## src/sv/hrl_pkg.sv

```systemverilog
// Package for the hex record loader: character codes, field phases, result kinds
// and the structs passed between the loader's modules. Depends on nothing.
package hrl_pkg;

   localparam logic [7:0] CHAR_ZERO    = 8'h30;
   localparam logic [7:0] CHAR_NINE    = 8'h39;
   localparam logic [7:0] CHAR_UPPER_A = 8'h41;
   localparam logic [7:0] CHAR_UPPER_F = 8'h46;
   localparam logic [7:0] CHAR_LOWER_A = 8'h61;
   localparam logic [7:0] CHAR_LOWER_F = 8'h66;
   // Low nibble of 'A' or 'a' is 1; adding this gives the digit value 10.
   localparam logic [3:0] LETTER_BIAS  = 4'd9;

   typedef enum logic [2:0] {
      PH_COUNT   = 3'd0,
      PH_ADDR_HI = 3'd1,
      PH_ADDR_LO = 3'd2,
      PH_TYPE    = 3'd3,
      PH_DATA    = 3'd4,
      PH_CHECK   = 3'd5
   } phase_type;

   typedef enum logic [1:0] {
      KIND_WRITE = 2'd0,
      KIND_OK    = 2'd1,
      KIND_ERROR = 2'd2,
      KIND_END   = 2'd3
   } kind_type;

   typedef struct packed {
      logic       is_hex;
      logic [3:0] value;
   } digit_type;

   typedef struct packed {
      logic        valid;
      kind_type    kind;
      logic [16:0] address;
      logic [7:0]  data;
      logic [16:0] max_address;
   } result_type;

endpackage

```

## src/sv/hex_record_loader.sv

```systemverilog
// Top level of the hex record loader: input register, parser and result register.
// Depends on hrl_pkg, hrl_char_decode and hrl_record_fsm.
//
// Usage: the req_ channel carries one ASCII character per transaction. Hex digits
// (upper or lower case) pair into bytes; every other character is dropped without
// a result. Bytes are parsed as records: count, address high, address low, type,
// data bytes, checksum. The rsp_ channel returns one transaction for each data
// byte (a write with its address), one for each good checksum, and one for a
// checksum error or for a record with a nonzero type (end of file). After an
// error or end of file all further characters are swallowed until reset.
// Timing: an accepted character waits in the input register and is parsed as it
// leaves it, which it does when the result register is free or being emptied;
// its result is loaded into the result register and offered on rsp_.
// Throughput: one character per cycle while no result waits, with one state update
// per character in the parser. A result waiting in the output register holds the
// parser, but an empty input register still takes one further character while
// the receiver stalls; after that req_ready drops until the result is taken.
// Reset (synchronous, active high) empties both registers, clears the checksum,
// the highest end address and the halt flag, and readies the parser for a count.
module hex_record_loader (
   input  logic        clock,
   input  logic        reset,
   input  logic        req_valid,
   output logic        req_ready,
   input  logic [7:0]  req_char_code,
   output logic        rsp_valid,
   input  logic        rsp_ready,
   output logic [1:0]  rsp_kind,
   output logic [16:0] rsp_address,
   output logic [7:0]  rsp_data,
   output logic [16:0] rsp_max_address
);
   import hrl_pkg::*;

   logic        in_valid_ff, in_valid_in;
   logic [7:0]  char_ff;
   logic        rsp_valid_ff, rsp_valid_in;
   logic [1:0]  kind_ff;
   logic [16:0] address_ff;
   logic [7:0]  data_ff;
   logic [16:0] max_address_ff;

   logic        advance;
   digit_type   digit;
   result_type  result;

   // The held character moves through the parser when the output register is
   // free or is being emptied in this same cycle.
   assign advance   = in_valid_ff && (!rsp_valid_ff || rsp_ready);
   assign req_ready = !in_valid_ff || advance;

   always_comb begin
      in_valid_in = in_valid_ff;
      if (advance) begin
         in_valid_in = 1'b0;
      end
      if (req_valid && req_ready) begin
         in_valid_in = 1'b1;
      end
   end

   always_comb begin
      rsp_valid_in = rsp_valid_ff;
      if (rsp_valid_ff && rsp_ready) begin
         rsp_valid_in = 1'b0;
      end
      if (advance && result.valid) begin
         rsp_valid_in = 1'b1;
      end
   end

   hrl_char_decode u_decode (
      .char_code (char_ff),
      .digit     (digit)
   );

   hrl_record_fsm u_fsm (
      .clock   (clock),
      .reset   (reset),
      .advance (advance),
      .digit   (digit),
      .result  (result)
   );

   always_ff @(posedge clock) begin
      if (reset) begin
         in_valid_ff  <= 1'b0;
         rsp_valid_ff <= 1'b0;
      end else begin
         in_valid_ff  <= in_valid_in;
         rsp_valid_ff <= rsp_valid_in;
      end
   end

   // Payload registers carry no reset; they load only with a valid companion.
   always_ff @(posedge clock) begin
      if (req_valid && req_ready) begin
         char_ff <= req_char_code;
      end
      if (advance && result.valid) begin
         kind_ff        <= result.kind;
         address_ff     <= result.address;
         data_ff        <= result.data;
         max_address_ff <= result.max_address;
      end
   end

   assign rsp_valid       = rsp_valid_ff;
   assign rsp_kind        = kind_ff;
   assign rsp_address     = address_ff;
   assign rsp_data        = data_ff;
   assign rsp_max_address = max_address_ff;

endmodule

```

## src/sv/hrl_char_decode.sv

```systemverilog
// Hex digit classifier for the hex record loader.
// Depends on hrl_pkg for the character codes and the digit struct.
module hrl_char_decode (
   input  logic [7:0]        char_code,
   output hrl_pkg::digit_type digit
);
   import hrl_pkg::*;

   always_comb begin
      digit = '0;
      if (char_code >= CHAR_ZERO && char_code <= CHAR_NINE) begin
         digit.is_hex = 1'b1;
         digit.value  = char_code[3:0];
      end else if ((char_code >= CHAR_UPPER_A && char_code <= CHAR_UPPER_F) ||
                   (char_code >= CHAR_LOWER_A && char_code <= CHAR_LOWER_F)) begin
         digit.is_hex = 1'b1;
         digit.value  = char_code[3:0] + LETTER_BIAS;
      end
   end

endmodule

```

## src/sv/hrl_record_fsm.sv

```systemverilog
// Record parser state for the hex record loader: nibble pairing, field phase,
// checksum, address tracking and result generation. Depends on hrl_pkg.
module hrl_record_fsm (
   input  logic                clock,
   input  logic                reset,
   input  logic                advance,
   input  hrl_pkg::digit_type  digit,
   output hrl_pkg::result_type result
);
   import hrl_pkg::*;

   phase_type   phase_ff, phase_in;
   logic [3:0]  high_nibble_ff, high_nibble_in;
   logic        nibble_half_ff, nibble_half_in;
   logic [7:0]  record_count_ff, record_count_in;
   logic [15:0] record_address_ff, record_address_in;
   logic [7:0]  data_offset_ff, data_offset_in;
   logic [7:0]  running_sum_ff, running_sum_in;
   logic [16:0] highest_end_ff, highest_end_in;
   logic        halted_ff, halted_in;

   logic        step;
   logic        pair;
   logic [7:0]  byte_value;
   logic [7:0]  sum_next;
   logic [7:0]  offset_next;
   logic [16:0] end_address;

   assign step        = advance && !halted_ff && digit.is_hex;
   assign pair        = step && nibble_half_ff;
   assign byte_value  = {high_nibble_ff, digit.value};
   assign sum_next    = running_sum_ff + byte_value;
   assign offset_next = data_offset_ff + 8'd1;
   assign end_address = {1'b0, record_address_ff[15:8], byte_value} +
                        {9'd0, record_count_ff};

   // Next state.
   always_comb begin
      phase_in          = phase_ff;
      high_nibble_in    = high_nibble_ff;
      nibble_half_in    = nibble_half_ff;
      record_count_in   = record_count_ff;
      record_address_in = record_address_ff;
      data_offset_in    = data_offset_ff;
      running_sum_in    = running_sum_ff;
      highest_end_in    = highest_end_ff;
      halted_in         = halted_ff;
      if (step && !nibble_half_ff) begin
         high_nibble_in = digit.value;
         nibble_half_in = 1'b1;
      end else if (pair) begin
         nibble_half_in = 1'b0;
         running_sum_in = sum_next;
         unique case (phase_ff)
            PH_ADDR_HI: begin
               record_address_in = {byte_value, 8'h00};
               phase_in          = PH_ADDR_LO;
            end
            PH_ADDR_LO: begin
               record_address_in = {record_address_ff[15:8], byte_value};
               if (end_address > highest_end_ff) begin
                  highest_end_in = end_address;
               end
               phase_in = PH_TYPE;
            end
            PH_TYPE: begin
               if (byte_value != 8'd0) begin
                  halted_in = 1'b1;
               end else begin
                  data_offset_in = 8'd0;
                  phase_in = (record_count_ff == 8'd0) ? PH_CHECK : PH_DATA;
               end
            end
            PH_DATA: begin
               data_offset_in = offset_next;
               if (offset_next == record_count_ff) begin
                  phase_in = PH_CHECK;
               end
            end
            PH_CHECK: begin
               if (sum_next != 8'd0) begin
                  halted_in = 1'b1;
               end else begin
                  phase_in = PH_COUNT;
               end
            end
            default: begin
               record_count_in = byte_value;
               phase_in        = PH_ADDR_HI;
            end
         endcase
      end
   end

   // Result for the byte completed in this cycle, if any.
   always_comb begin
      result             = '0;
      result.kind        = KIND_WRITE;
      result.address     = {1'b0, record_address_ff};
      result.max_address = highest_end_ff;
      if (pair) begin
         unique case (phase_ff)
            PH_TYPE: begin
               result.valid = (byte_value != 8'd0);
               result.kind  = KIND_END;
            end
            PH_DATA: begin
               result.valid   = 1'b1;
               result.kind    = KIND_WRITE;
               result.address = {1'b0, record_address_ff} + {9'd0, data_offset_ff};
               result.data    = byte_value;
            end
            PH_CHECK: begin
               result.valid = 1'b1;
               result.kind  = (sum_next != 8'd0) ? KIND_ERROR : KIND_OK;
            end
            default: begin
               result.valid = 1'b0;
            end
         endcase
      end
   end

   always_ff @(posedge clock) begin
      if (reset) begin
         phase_ff          <= PH_COUNT;
         high_nibble_ff    <= '0;
         nibble_half_ff    <= 1'b0;
         record_count_ff   <= '0;
         record_address_ff <= '0;
         data_offset_ff    <= '0;
         running_sum_ff    <= '0;
         highest_end_ff    <= '0;
         halted_ff         <= 1'b0;
      end else begin
         phase_ff          <= phase_in;
         high_nibble_ff    <= high_nibble_in;
         nibble_half_ff    <= nibble_half_in;
         record_count_ff   <= record_count_in;
         record_address_ff <= record_address_in;
         data_offset_ff    <= data_offset_in;
         running_sum_ff    <= running_sum_in;
         highest_end_ff    <= highest_end_in;
         halted_ff         <= halted_in;
      end
   end

`ifndef NO_ASSERTIONS
   a_halt_sticks: assert property (@(posedge clock) disable iff (reset)
      halted_ff |=> halted_ff)
      else $error("halted flag cleared without reset");

   a_no_result_when_halted: assert property (@(posedge clock) disable iff (reset)
      halted_ff |-> !result.valid)
      else $error("result produced while halted");

   a_stop_sets_halt: assert property (@(posedge clock) disable iff (reset)
      (result.valid && (result.kind == KIND_END || result.kind == KIND_ERROR))
      |=> halted_ff)
      else $error("end or error did not halt the parser");

   a_phase_legal: assert property (@(posedge clock) disable iff (reset)
      phase_ff <= PH_CHECK)
      else $error("field phase left its legal range");
`endif

endmodule
```

## config.mk

```make
export PLATFORM = sky130hd
export DESIGN_NAME = hex_record_loader
export DESIGN_NICKNAME = d
export VERILOG_FILES = /design/src/sv/hrl_pkg.sv /design/src/sv/hex_record_loader.sv /design/src/sv/hrl_char_decode.sv /design/src/sv/hrl_record_fsm.sv
export SDC_FILE = /design/constraint.sdc
export NUM_CORES = 1
export LEC_CHECK = 0
export BUFFER_PORTS_ARGS = -buffer_cell sky130_fd_sc_hd__buf_2
export CORE_MARGIN = 2
export CORE_UTILIZATION = 45
export DETAILED_ROUTE_END_ITERATION = 16
export PLACE_DENSITY_LB_ADDON = 0.08
export SLEW_MARGIN = 20
export SYNTH_ARGS = -nofsm -noshare
export SYNTH_HDL_FRONTEND = slang
export SYNTH_SLANG_ARGS = --single-unit
```

## constraint.sdc

```tcl
create_clock -name clock -period 5.1 [get_ports clock]
set_input_delay 1.02 -clock clock [delete_from_list [all_inputs] [get_ports clock]]
set_output_delay 1.02 -clock clock [all_outputs]
set_load 0.05 [all_outputs]
```

# Word level (Yosys, flattened, before mapping)
# Index checks and enable logic that the tools add are counted.
[word_totals]
out_inout_bits = 46
inputBits = 12
register_bits = 120
[op_classes]
bitwise = 3
addsub = 5
muxes = 24
n_reduce_logical = 38
n_eq_ne = 11
n_lt_le_gt_ge = 7
[ops]
columns = ["operator", "count"]
rows = [
  ["$add A16 B8 Y17", 2],
  ["$pmux W16 S2", 1],
  ["$mux W28", 1],
  ["$mux W25", 1],
  ["$gt A17 B17 Y1", 1],
  ["$ge A8 B7 Y1 const B", 2],
  ["$le A8 B7 Y1 const B", 2],
  ["$pmux W8 S2", 1],
  ["$reduce_bool A8 Y1", 2],
  ["$pmux W3 S5", 1],
  ["$reduce_and A4 Y1", 3],
  ["$reduce_bool A2 Y1", 6],
  ["$logic_and A1 B1 Y1", 11],
  ["$mux W5", 2],
  ["$reduce_and A5 Y1", 2],
  ["$mux W1", 9],
  ["$mux W3", 3],
  ["$add A8 B1 Y8 const B", 1],
  ["$add A8 B8 Y8", 1],
  ["$eq A8 B8 Y1", 1],
  ["$ge A8 B6 Y1 const B", 1],
  ["$le A8 B6 Y1 const B", 1],
  ["$logic_not A8 Y1", 1],
  ["$mux W8", 1],
  ["other kinds (16)", 31],
]

# Logic depth before layout (Yosys ltp)
# Gate-level depths: netlist (run 1).
[depth]
ltp_word = 12
mapped_depth = 25
mapped_depth_nobuf = 25

# By module
# From an unflattened synthesis (run 1), not the netlist that was laid out.
[hier_totals]
cells_unflattened = 686
hier_area_um2 = 6596.3
[modules_own_cells]
columns = ["module", "area_each_um2", "cells_per_inst", "instances"]
rows = [
  ["hrl_record_fsm", 4730.8, 598, 1],
  ["hex_record_loader", 1664.1, 63, 1],
  ["hrl_char_decode", 201.4, 25, 1],
]

# Worst setup path after synthesis (run 1)
# Ideal clock, no wire load.
[synth_timing]
path_kind = "register to register"
from = "reg char_ff[0]"
to = "reg u_fsm.highest_end_ff[10]"
t_arrival_ps = 4931
path_slack_ps = 82
t_required_ps = 5013
path_buffers = 1
path_stages_with_launch = 20
cell_sequence = "edfxtp_1 > ha_1 > or3_1 > a21bo_2 > o31ai_1 > ha_1 > nor2b_1 > o31a_1 > o31ai_1 > a2111oi_0 > xor2_1 > ha_1 > a21oi_1 > o21ai_0 > a2111oi_0 > o31a_1 > o21ba_2 > nor2_2 > buf_4 > o31ai_1"
[synth_rtl]
columns = ["element", "line_no", "source"]
rows = [
  ["start: declaration", "hex_record_loader.sv:36", "logic [7:0] char_ff;"],
  ["start signal: assignment", "hex_record_loader.sv:98", "char_ff <= req_char_code;"],
  ["end signal: assignment", "hrl_record_fsm.sv:143", "highest_end_ff <= highest_end_in;"],
  ["end: declaration", "hrl_record_fsm.sv:19", "logic [16:0] highest_end_ff, highest_end_in;"],
]

==> reports/metrics.cfg, run 1 <==
[grt]
grt_usage = 0.2099
gr-total-overflow = 0
grt_pass1_wl_um = 26120
antenna_found_initial = 0
grt_pass1_vias = 5134
grt_max_degree = 57

[cells_and_area]
area_growth_pct = 22.77
multiInputGateArea_mm2 = 0.003649
diodes = 0
layout_common_cells = dfxtp_1 (68), nand2_1 (67), buf_2 (57), nor2_1 (55), a21oi_1 (55)
layout.area.seq_mm2 = 0.002923
fillCellCount = 1266
design_area_mm2 = 0.008170
final_core_util = 0.5643
final_common_cell = dfxtp_1
drive_gt1_frac = 0.2105
num-nets-final = 849

[place]
dpl-instance-area_mm2 = 0.007305
hpwl_um = 11820
gp_congestion = 0.8858
numPortBuffers = 57

[route]
viasPerCell = 5.623
drt_first_iter_violations = 330
dr.pass1.iters = 5
drc = 0
routedWlPerCell_um = 16.90
routed_wl_um = 16680
ant_nets = 0
vias = 5550

[setup_path]
r2r_cells = 19
cp.required_ns = 5.41
cp.arrival_ns = 5.26
critPathMaxFanout = 7
end_kind = register
critPathLaunchType = register
path_class = register to register

[power]
p_int_w = 0.001857
seq_power_share = 0.427
p_sw_w = 0.0005078
p_leak_nw = 3.320
p_clk_frac = 0.518
peakVddDrop_uv = 233.0
power_density_mw_per_mm2 = 289.5
pwr-share-comb = 0.054
switching_share = 0.2147

[logic_synthesis]
ys.flop_type = dfxtp_1
seq_area_frac_synth = 0.4392
synth_edf_count = 52
avgSynthCellArea_um2 = 9.548
synth_seq_cells = 120
synthArstFlopShare = 0
netlist_instances = 697
synth_nets = 756
yosys_warnings = 0
syn_area_mm2 = 0.006655
ys_types = 66

[clocking]
cts_made_buffers = 17
clkLatencyLatePin_ns = 0.42
cts_tree = built
root_buffer = clkbuf_16
cts.sink_count = 120
hold_buffers = 0
clk_transition_reported_paths_ns = 0.05
clockBufferDepth = 2
htreeDepth = 4

[die]
die_h_um = 125.6
die_w_um = 125.6
core_mm2 = 0.01448
io_pins = 58
rows = 44
dieArea_mm2 = 0.01578
start_util = 0.4596

[job]
drv_cap = 0

[timing]
hold_viol_final = 0
layout_worst_path_cycle_share = 0.9697
fin_setup_tns_ns = 0
fmax_ghz = 0.2022
clock_skew_ns = 0.005706
maxSlewHeadroom = 0.2912
rsz0062_at_grt = true
worst_pin_slew_ns = 1.062
setup_viol = 0
holdWs_ns = 0.4352
slew_viol_final = 0
period_needed_ns = 4.946

[outcome]
status = complete, no violations

[min_path]
hold_path_class = register to register
whs_path_depth = 0

metrics by stage:
step / setup WS [ns] / total power [W] / instances
floorplan: 0.08218 / 0.001099 / 697
global placement: 0.03645 / 0.001135 / 946
detailed placement: -0.1590 / 0.001137 / 946
CTS: 0.01357 / 0.002365 / 980
global route: -0.1018 / 0.002436 / 987
finish: 0.1543 / 0.002365 / 987
Yosys cell counts, types with 13 or more instances:
cell | count | share of area
nor3_1 | 13 | 0.0098
dfxtp_1 | 68 | 0.20
nand3_1 | 26 | 0.020
xor2_1 | 20 | 0.026
nor2_1 | 56 | 0.032
nand2_1 | 67 | 0.038
o21ai_0 | 28 | 0.021
o31ai_1 | 13 | 0.015
clkbuf_1 | 20 | 0.011
edfxtp_1 | 52 | 0.23
inv_1 | 39 | 0.022
mux2i_1 | 13 | 0.020
ha_1 | 44 | 0.083
xnor2_1 | 23 | 0.030
a21oi_1 | 55 | 0.041
nand4_1 | 13 | 0.012
power by group through the flow:
| stage | combinational, W | clock, W | sequential, W |
|---|---|---|---|
| CTS | 0.000112 | 0.00124 | 0.00101 |
| global route | 0.000138 | 0.00129 | 0.00101 |
| detailed placement | 0.000107 | 0 | 0.00103 |
| finish | 0.000128 | 0.00123 | 0.00101 |
| global placement | 0.000105 | 0 | 0.00103 |
| floorplan | 0.0000689 | 0 | 0.00103 |
final timing paths:
path / endpoint / startpoint / slack (ns)
max: u_fsm.highest_end_ff[3]$_SDFFE_PP0P_ / char_ff[0]$_DFFE_PP_ / 0.15
min: rsp_max_address[6]$_DFFE_PP_ / u_fsm.highest_end_ff[6]$_SDFFE_PP0P_ / 0.44
max reg2reg: u_fsm.highest_end_ff[3]$_SDFFE_PP0P_ / char_ff[0]$_DFFE_PP_ / 0.15
min reg2reg: rsp_max_address[6]$_DFFE_PP_ / u_fsm.highest_end_ff[6]$_SDFFE_PP0P_ / 0.44
flip-flops by register name (all words and copies together), names as in the netlist:
name / count
rsp_address: 17
rsp_max_address: 17
u_fsm.highest_end_ff: 17
u_fsm.record_address_ff: 16
char_ff: 8
rsp_data: 8
u_fsm.data_offset_ff: 8
u_fsm.record_count_ff: 8
u_fsm.running_sum_ff: 8
u_fsm.high_nibble_ff: 4
u_fsm.phase_ff: 3
rsp_kind: 2
in_valid_ff: 1
rsp_valid: 1
u_fsm.halted_ff: 1
u_fsm.nibble_half_ff: 1
critical path: stages (launching register included):
cell and delay (ns):
edfxtp_1 0.43, ha_2 0.23, or3_1 0.37, a21bo_2 0.25, o31ai_4 0.21, ha_1 0.28, nor2b_2 0.16, o31a_1 0.32
o31ai_4 0.35, a211oi_1 0.14, xor2_1 0.26, ha_1 0.29, a21oi_1 0.14, o21ai_1 0.10, a2111oi_2 0.34, o31a_1 0.33
o21ba_4 0.21, nor2_4 0.05, buf_12 0.13, a31o_4 0.22
repair_timing:
| item | CTS | global route |
|---|---|---|
| gates cloned | 0 | 1 |
| resized for setup | 2 | 35 |
| pin swaps | 1 | 17 |
| buffers inserted | 2 | 7 |
| setup endpoints to repair | 16 | 17 |
metal layers:
layer  share of wire  track usage  vias to the layer above
li1                -            -                     2718
met1            0.47       0.2859                     2667
met2            0.47       0.3339                      135
met3           0.038      0.03653                       30
met4           0.020      0.08366                        0
met5               0            0                        -
final cells by class:
type                       count  area share
multi-input combinational    514      0.4466
sequential                   120      0.3577
timing repair buffer          98     0.07626
clock buffer                  23     0.05850
tap                          184     0.02818
inverter                      39     0.01792
clock inverter                 9     0.01485
logic make-up (layout without fill, tap and decap cells):
family | after synthesis | count (layout) | synth area share
flip-flops | 120 | 120 | 0.4392
AND/OR/NAND/NOR | 242 | 242 | 0.1826
AO/OA/AOI/OAI | 167 | 167 | 0.1669
XOR/XNOR | 43 | 43 | 0.05659
multiplexers | 15 | 15 | 0.02294
buffers and inverters | 63 | 169 | 0.04004
adder cells (fa/ha/maj) | 47 | 47 | 0.09175
No activity file was read; power rests on OpenSTA's default activity.
==> inputs of run 2 (changes only) <==
--- a/config.mk
+++ b/config.mk
@@ -8,6 +8,7 @@
 export BUFFER_PORTS_ARGS = -buffer_cell sky130_fd_sc_hd__buf_2
 export CORE_MARGIN = 2
 export CORE_UTILIZATION = 45
+export CTS_BUF_LIST = sky130_fd_sc_hd__clkbuf_16
 export DETAILED_ROUTE_END_ITERATION = 16
 export PLACE_DENSITY_LB_ADDON = 0.08
 export SLEW_MARGIN = 20
==> run 2 against run 1 <==
- sequential share of layout area is 0.15 points higher
- cell count is the same
- utilization fell by 0.23 points
- critical path type unchanged
- critical endpoint is now u_fsm.highest_end_ff[10]$_SDFFE_PP0P_
- highest routed layer unchanged
==> reports/metrics.cfg, run 2 (synthesized netlist as in run 1, its figures left out) <==
[outcome]
status = complete, no violations

[cells_and_area]
layout_common_cells = dfxtp_1 (68), nand2_1 (67), buf_2 (57), nor2_1 (55), a21oi_1 (55)
final_common_cell = dfxtp_1
final_cells = 987
diodes = 0
drive_gt1_frac = 0.2055
num-nets-final = 849
fillCellCount = 1269
design_area_mm2 = 0.008137
multiInputGateArea_mm2 = 0.003645
layout.area.seq_mm2 = 0.002923
area_growth_pct = 22.26

[grt]
grt_usage = 0.2097
grt_pass1_vias = 5112
grt_max_degree = 57
gr-total-overflow = 0
grt_pass1_wl_um = 26050
antenna_found_initial = 0

[power]
p_leak_nw = 3.314
power_density_mw_per_mm2 = 283.6
peakVddDrop_uv = 233.3

[clocking]
htreeDepth = 4
cts_tree = built
cts.sink_count = 120
cts_made_buffers = 17
clkLatencyLatePin_ns = 0.42
root_buffer = clkbuf_16
clk_transition_reported_paths_ns = 0.05
clockBufferDepth = 2
hold_buffers = 0

[die]
dieArea_mm2 = 0.01578
start_util = 0.4596
die_w_um = 125.6
core_mm2 = 0.01448
rows = 44
die_h_um = 125.6
io_pins = 58

[route]
routed_wl_um = 16690
drt_first_iter_violations = 391
drc = 0
dr.pass1.iters = 4
viasPerCell = 5.601
vias = 5528
routedWlPerCell_um = 16.91
ant_nets = 0

[setup_path]
end_kind = register
max_stage_delay_ns = 0.43
path_class = register to register
critPathLaunchType = register
cp.required_ns = 5.42
path_cells = ha_2, or3_1, a21bo_2, o31ai_4, ha_1, nor2b_2, o31a_1, o31ai_4, a2111oi_4, xor2_1, ha_1, a21oi_1, o21ai_1, a2111oi_2, o31a_1, o21ba_4, nor2_4, buf_12, o31ai_1
crit_family = compound AO/OA/AOI/OAI gates
cp.arrival_ns = 5.26
critPathMaxFanout = 7
critical_path_buf_inv_count = 1
crit_path_top_delay_cell = edfxtp_1

[place]
dp_cells = 946
pre_cts_slack_ns = -0.1590
dpl-instance-area_mm2 = 0.007305
numPortBuffers = 57
hpwl_um = 11820
gp_congestion = 0.8858

[timing]
worst_pin_slew_ns = 1.040
fmax_ghz = 0.2022
hold_viol_final = 0
period_needed_ns = 4.946
setup_viol = 0
rsz0062_at_grt = true
clock_skew_ns = 0.006247
holdWs_ns = 0.4378
maxSlewHeadroom = 0.3062
final.setup.worst_slack_ns = 0.1544
layout_worst_path_cycle_share = 0.9697
slew_viol_final = 0

[job]
drv_cap = 0

[min_path]
hold_path_class = register to register

[run 2: cell count changes in the layout (fill, tap and decap cells not counted), sizes merged]
cell	previous run	this run
clkbuf	24	18
inv	39	42
clkinv	6	9
[run 2: routing by layer]
layer  track usage  share of wire  up-vias
met5             0              0        -
met3       0.03611          0.046       24
met1        0.2868           0.46     2635
li1              -              -     2724
met4       0.08301          0.018        0
met2        0.3329           0.47      145
[run 2: worst register-to-register path, cell delays in order (launching register included)]
cell and delay [ns]:
edfxtp_1 0.43, ha_2 0.23, or3_1 0.37, a21bo_2 0.25, o31ai_4 0.21, ha_1 0.28, nor2b_2 0.16, o31a_1 0.32
o31ai_4 0.35, a2111oi_4 0.12, xor2_1 0.25, ha_1 0.30, a21oi_1 0.15, o21ai_1 0.11, a2111oi_2 0.34, o31a_1 0.32
o21ba_4 0.21, nor2_4 0.05, buf_12 0.13, o31ai_1 0.23
[run 2: timing repair]
item / CTS / global route
endpoints found under the hold margin: 0 / 0
cloned: 0 / 1
buffers inserted: 2 / 7
resized for setup: 2 / 34
pin swaps: 1 / 17
endpoints found under the setup margin: 16 / 17
[run 2: path summary, 6_finish.rpt]
path	endpoint	slack, ns	cells past startpoint	from
worst max-delay path	u_fsm.highest_end_ff[10]$_SDFFE_PP0P_	0.15	19	char_ff[0]$_DFFE_PP_
worst min-delay path	rsp_max_address[6]$_DFFE_PP_	0.44	0	u_fsm.highest_end_ff[6]$_SDFFE_PP0P_
worst max register to register	u_fsm.highest_end_ff[10]$_SDFFE_PP0P_	0.15	19	char_ff[0]$_DFFE_PP_
worst min register to register	rsp_max_address[6]$_DFFE_PP_	0.44	0	u_fsm.highest_end_ff[6]$_SDFFE_PP0P_
[run 2: power by group]
group,internal (W),switching [W]
combinational,0.0000495,0.0000748
clock,0.000750,0.000423
sequential,0.00100,0.00000648
total,0.00180,0.000505
[run 2: metrics by stage]
step / util / power, W / setup TNS, ns
final: 0.5620 / 0.002308 / 0
after global routing: 0.5620 / 0.002379 / -0.9557
after CTS: 0.5453 / 0.002312 / 0
after detailed placement: 0.5045 / 0.001137 / -0.5923
after global placement: 0.5045 / 0.001135 / 0
after floorplan: - / 0.001099 / 0
[run 2: cell type report]
type,instances,area share
Multi-Input combinational cell,514,0.4479
Sequential cell,120,0.3592
Timing Repair Buffer,98,0.07658
Clock buffer,17,0.05228
Tap cell,184,0.02829
Inverter,39,0.01799
Clock inverter,15,0.01768
==> inputs of run 3 (changes only) <==
--- a/config.mk
+++ b/config.mk
@@ -5,6 +5,7 @@
 export SDC_FILE = /design/constraint.sdc
 export NUM_CORES = 1
 export LEC_CHECK = 0
+export ABC_AREA = 1
 export BUFFER_PORTS_ARGS = -buffer_cell sky130_fd_sc_hd__buf_2
 export CORE_MARGIN = 2
 export CORE_UTILIZATION = 45
==> run 3 against run 2 <==
- routed wire length shrank 5.3%
- clock skew grew 0.00068 ns
- final area shrank 4.9%
- non-clock buffer count shrank 37
- sequential share of layout area grew 1.8 points
==> reports/metrics.cfg, run 3 <==
[logic_synthesis]
syn_area_mm2 = 0.006759
avgSynthCellArea_um2 = 8.243
ys.flop_type = dfxtp_1
synth_seq_cells = 120
yosys_warnings = 0
synth_common_cells = nand2_1 (163), inv_1 (107), a21oi_1 (82), dfxtp_1 (68), nor2_1 (62)
synth_area_leaders = edfxtp_1 (23%), dfxtp_1 (20%), nand2_1 (9.1%)
seq_area_frac_synth = 0.4324
ys_types = 45
netlist_instances = 820
synth_top_area_cell = edfxtp_1
synth_edf_count = 52
synth_most_common_cell = nand2_1
netlist.area_leader.share = 0.2310
synth_nets = 879
synthArstFlopShare = 0

[setup_path]
critPathLaunchType = register
cp.required_ns = 5.40
r2r_cells = 27
critPathMaxFanout = 12
worst-path-stages = 27
crit_family = simple AND/OR/NAND/NOR gates
crit_path_top_delay_cell = edfxtp_1
rr_startpoint = char_ff[1]$_DFFE_PP_
max_stage_delay_ns = 0.44
end_kind = register
critical_path.startpoint = char_ff[1]$_DFFE_PP_
cp.arrival_ns = 4.84
path_class = register to register
r2r_end = u_fsm.highest_end_ff[12]$_SDFFE_PP0P_
critical_path_buf_inv_count = 4
r2r_setup_slack_ns = 0.56

[cells_and_area]
final_core_util = 0.5306
num-nets-final = 942
drive_gt1_frac = 0.1384
layout_common_cells = nand2_1 (162), inv_1 (106), a21oi_1 (82), dfxtp_1 (68), nor2_1 (62)
area_growth_pct = 14.53
diodes = 0
final_common_cell = nand2_1

[die]
rows = 44
start_util = 0.4633
core_mm2 = 0.01459
dieArea_mm2 = 0.01602
io_pins = 58
die_h_um = 126.6
die_w_um = 126.6

[min_path]
min_to = rsp_max_address[9]$_DFFE_PP_
hold_path_class = register to register
min_from = u_fsm.highest_end_ff[9]$_SDFFE_PP0P_
whs_path_depth = 0

[place]
hpwl_um = 11420
gp_congestion = 0.9178
numPortBuffers = 57

[power]
power_density_mw_per_mm2 = 268.5
p_int_w = 0.001626
p_clk_frac = 0.479
p_leak_nw = 3.369
total_power_w = 0.002079
p_sw_w = 0.0004531
pwr-share-comb = 0.036
peakVddDrop_uv = 229.5
switching_share = 0.2180
seq_power_share = 0.485

[outcome]
status = complete, no violations

[timing]
maxSlewHeadroom = 0.3379
period_needed_ns = 4.540
fin_setup_tns_ns = 0
setup_viol = 0
clock_skew_ns = 0.006927
slew_viol_final = 0
rsz0062_at_grt = false
layout_worst_path_cycle_share = 0.8902
hold_viol_final = 0
worst_pin_slew_ns = 0.9918
fmax_ghz = 0.2203

[route]
vias = 5617
viasPerCell = 5.201
routedWlPerCell_um = 14.64
drc = 0
drt_first_iter_violations = 384
routed_wl_um = 15810
ant_nets = 0
dr.pass1.iters = 5

[clocking]
htreeDepth = 4
clockBufferDepth = 2
cts.sink_count = 120
cts_tree = built
root_buffer = clkbuf_16
clkLatencyLatePin_ns = 0.41
clk_transition_reported_paths_ns = 0.05
cts_made_buffers = 17
hold_buffers = 0

[job]
drv_cap = 0

[grt]
use_met1 = 0.2725
grt_max_degree = 45
antenna_found_initial = 0
grt_pass1_wl_um = 25700
use_met2 = 0.3231
top_usage_layer = met2
grt_usage = 0.2012
grt_pass1_vias = 5211
groute.layer.met3.usage = 0.04218
gr-total-overflow = 0

## run 3: cell families (layout without fill, tap and decap cells)
logic type               after synthesis  in the layout  synth area share
AND/OR/NAND/NOR                      338            339            0.2388
AO/OA/AOI/OAI                        153            153            0.1200
buffers and inverters                131            206           0.07830
flip-flops                           120            120            0.4324
adder cells (fa/ha/maj)               47             47           0.09034
XOR/XNOR                              31             31           0.04017
## run 3: stage by stage
step / cell area [um2] / instances / hold slack, ns / worst slack (ns)
3_5_place_dp: 7202 / 1046 / 0.4167 / 0.2977
4_1_cts: 7699 / 1078 / 0.4298 / 0.2807
5_1_grt: 7741 / 1080 / 0.4422 / 0.04857
3_3_place_gp: 7202 / 1046 / 0.4186 / 0.6124
6_report: 7741 / 1080 / 0.4264 / 0.5600
2_1_floorplan: 6759 / 820 / 0.4082 / 0.7816
## run 3: worst max path at each step
stage                                            endpoint  slack, ns
detailed placement  u_fsm.highest_end_ff[11]$_SDFFE_PP0P_       0.30
finish              u_fsm.highest_end_ff[12]$_SDFFE_PP0P_       0.56
floorplan            u_fsm.highest_end_ff[3]$_SDFFE_PP0P_       0.78
global placement     u_fsm.highest_end_ff[3]$_SDFFE_PP0P_       0.61
global route        u_fsm.highest_end_ff[10]$_SDFFE_PP0P_       0.05
CTS                  u_fsm.highest_end_ff[1]$_SDFFE_PP0P_       0.28
## run 3: area by class of cell
type	instances	area (um2)
Clock buffer	17	425.4
Fill cell	1335	6848
Sequential cell	120	2923
Timing Repair Buffer	61	315.3
Tap cell	184	230.2
Clock inverter	15	71.32
Inverter	113	434.2
Multi-Input combinational cell	570	3342
## run 3: what timing repair did
item | in CTS | in global routing
endpoints found under the setup margin | 0 | 17
buffers inserted | 0 | 1
hold endpoints to repair | 0 | 0
gates resized for setup | 0 | 8
## run 3: power groups by stage
stage / clock network, W / logic (W) / registers [W]
after floorplan: 0 / 0.0000498 / 0.00103
after global placement: 0 / 0.0000676 / 0.00103
after detailed placement: 0 / 0.0000695 / 0.00103
after CTS: 0.00102 / 0.0000699 / 0.00101
after global routing: 0.00107 / 0.0000837 / 0.00101
final: 0.000997 / 0.0000744 / 0.00101
## run 3: routing by layer
metal / share of wire / wire (um)
met1: 0.47 / 7503
met2: 0.47 / 7361
met3: 0.041 / 650
met4: 0.019 / 294
met5: 0 / 0
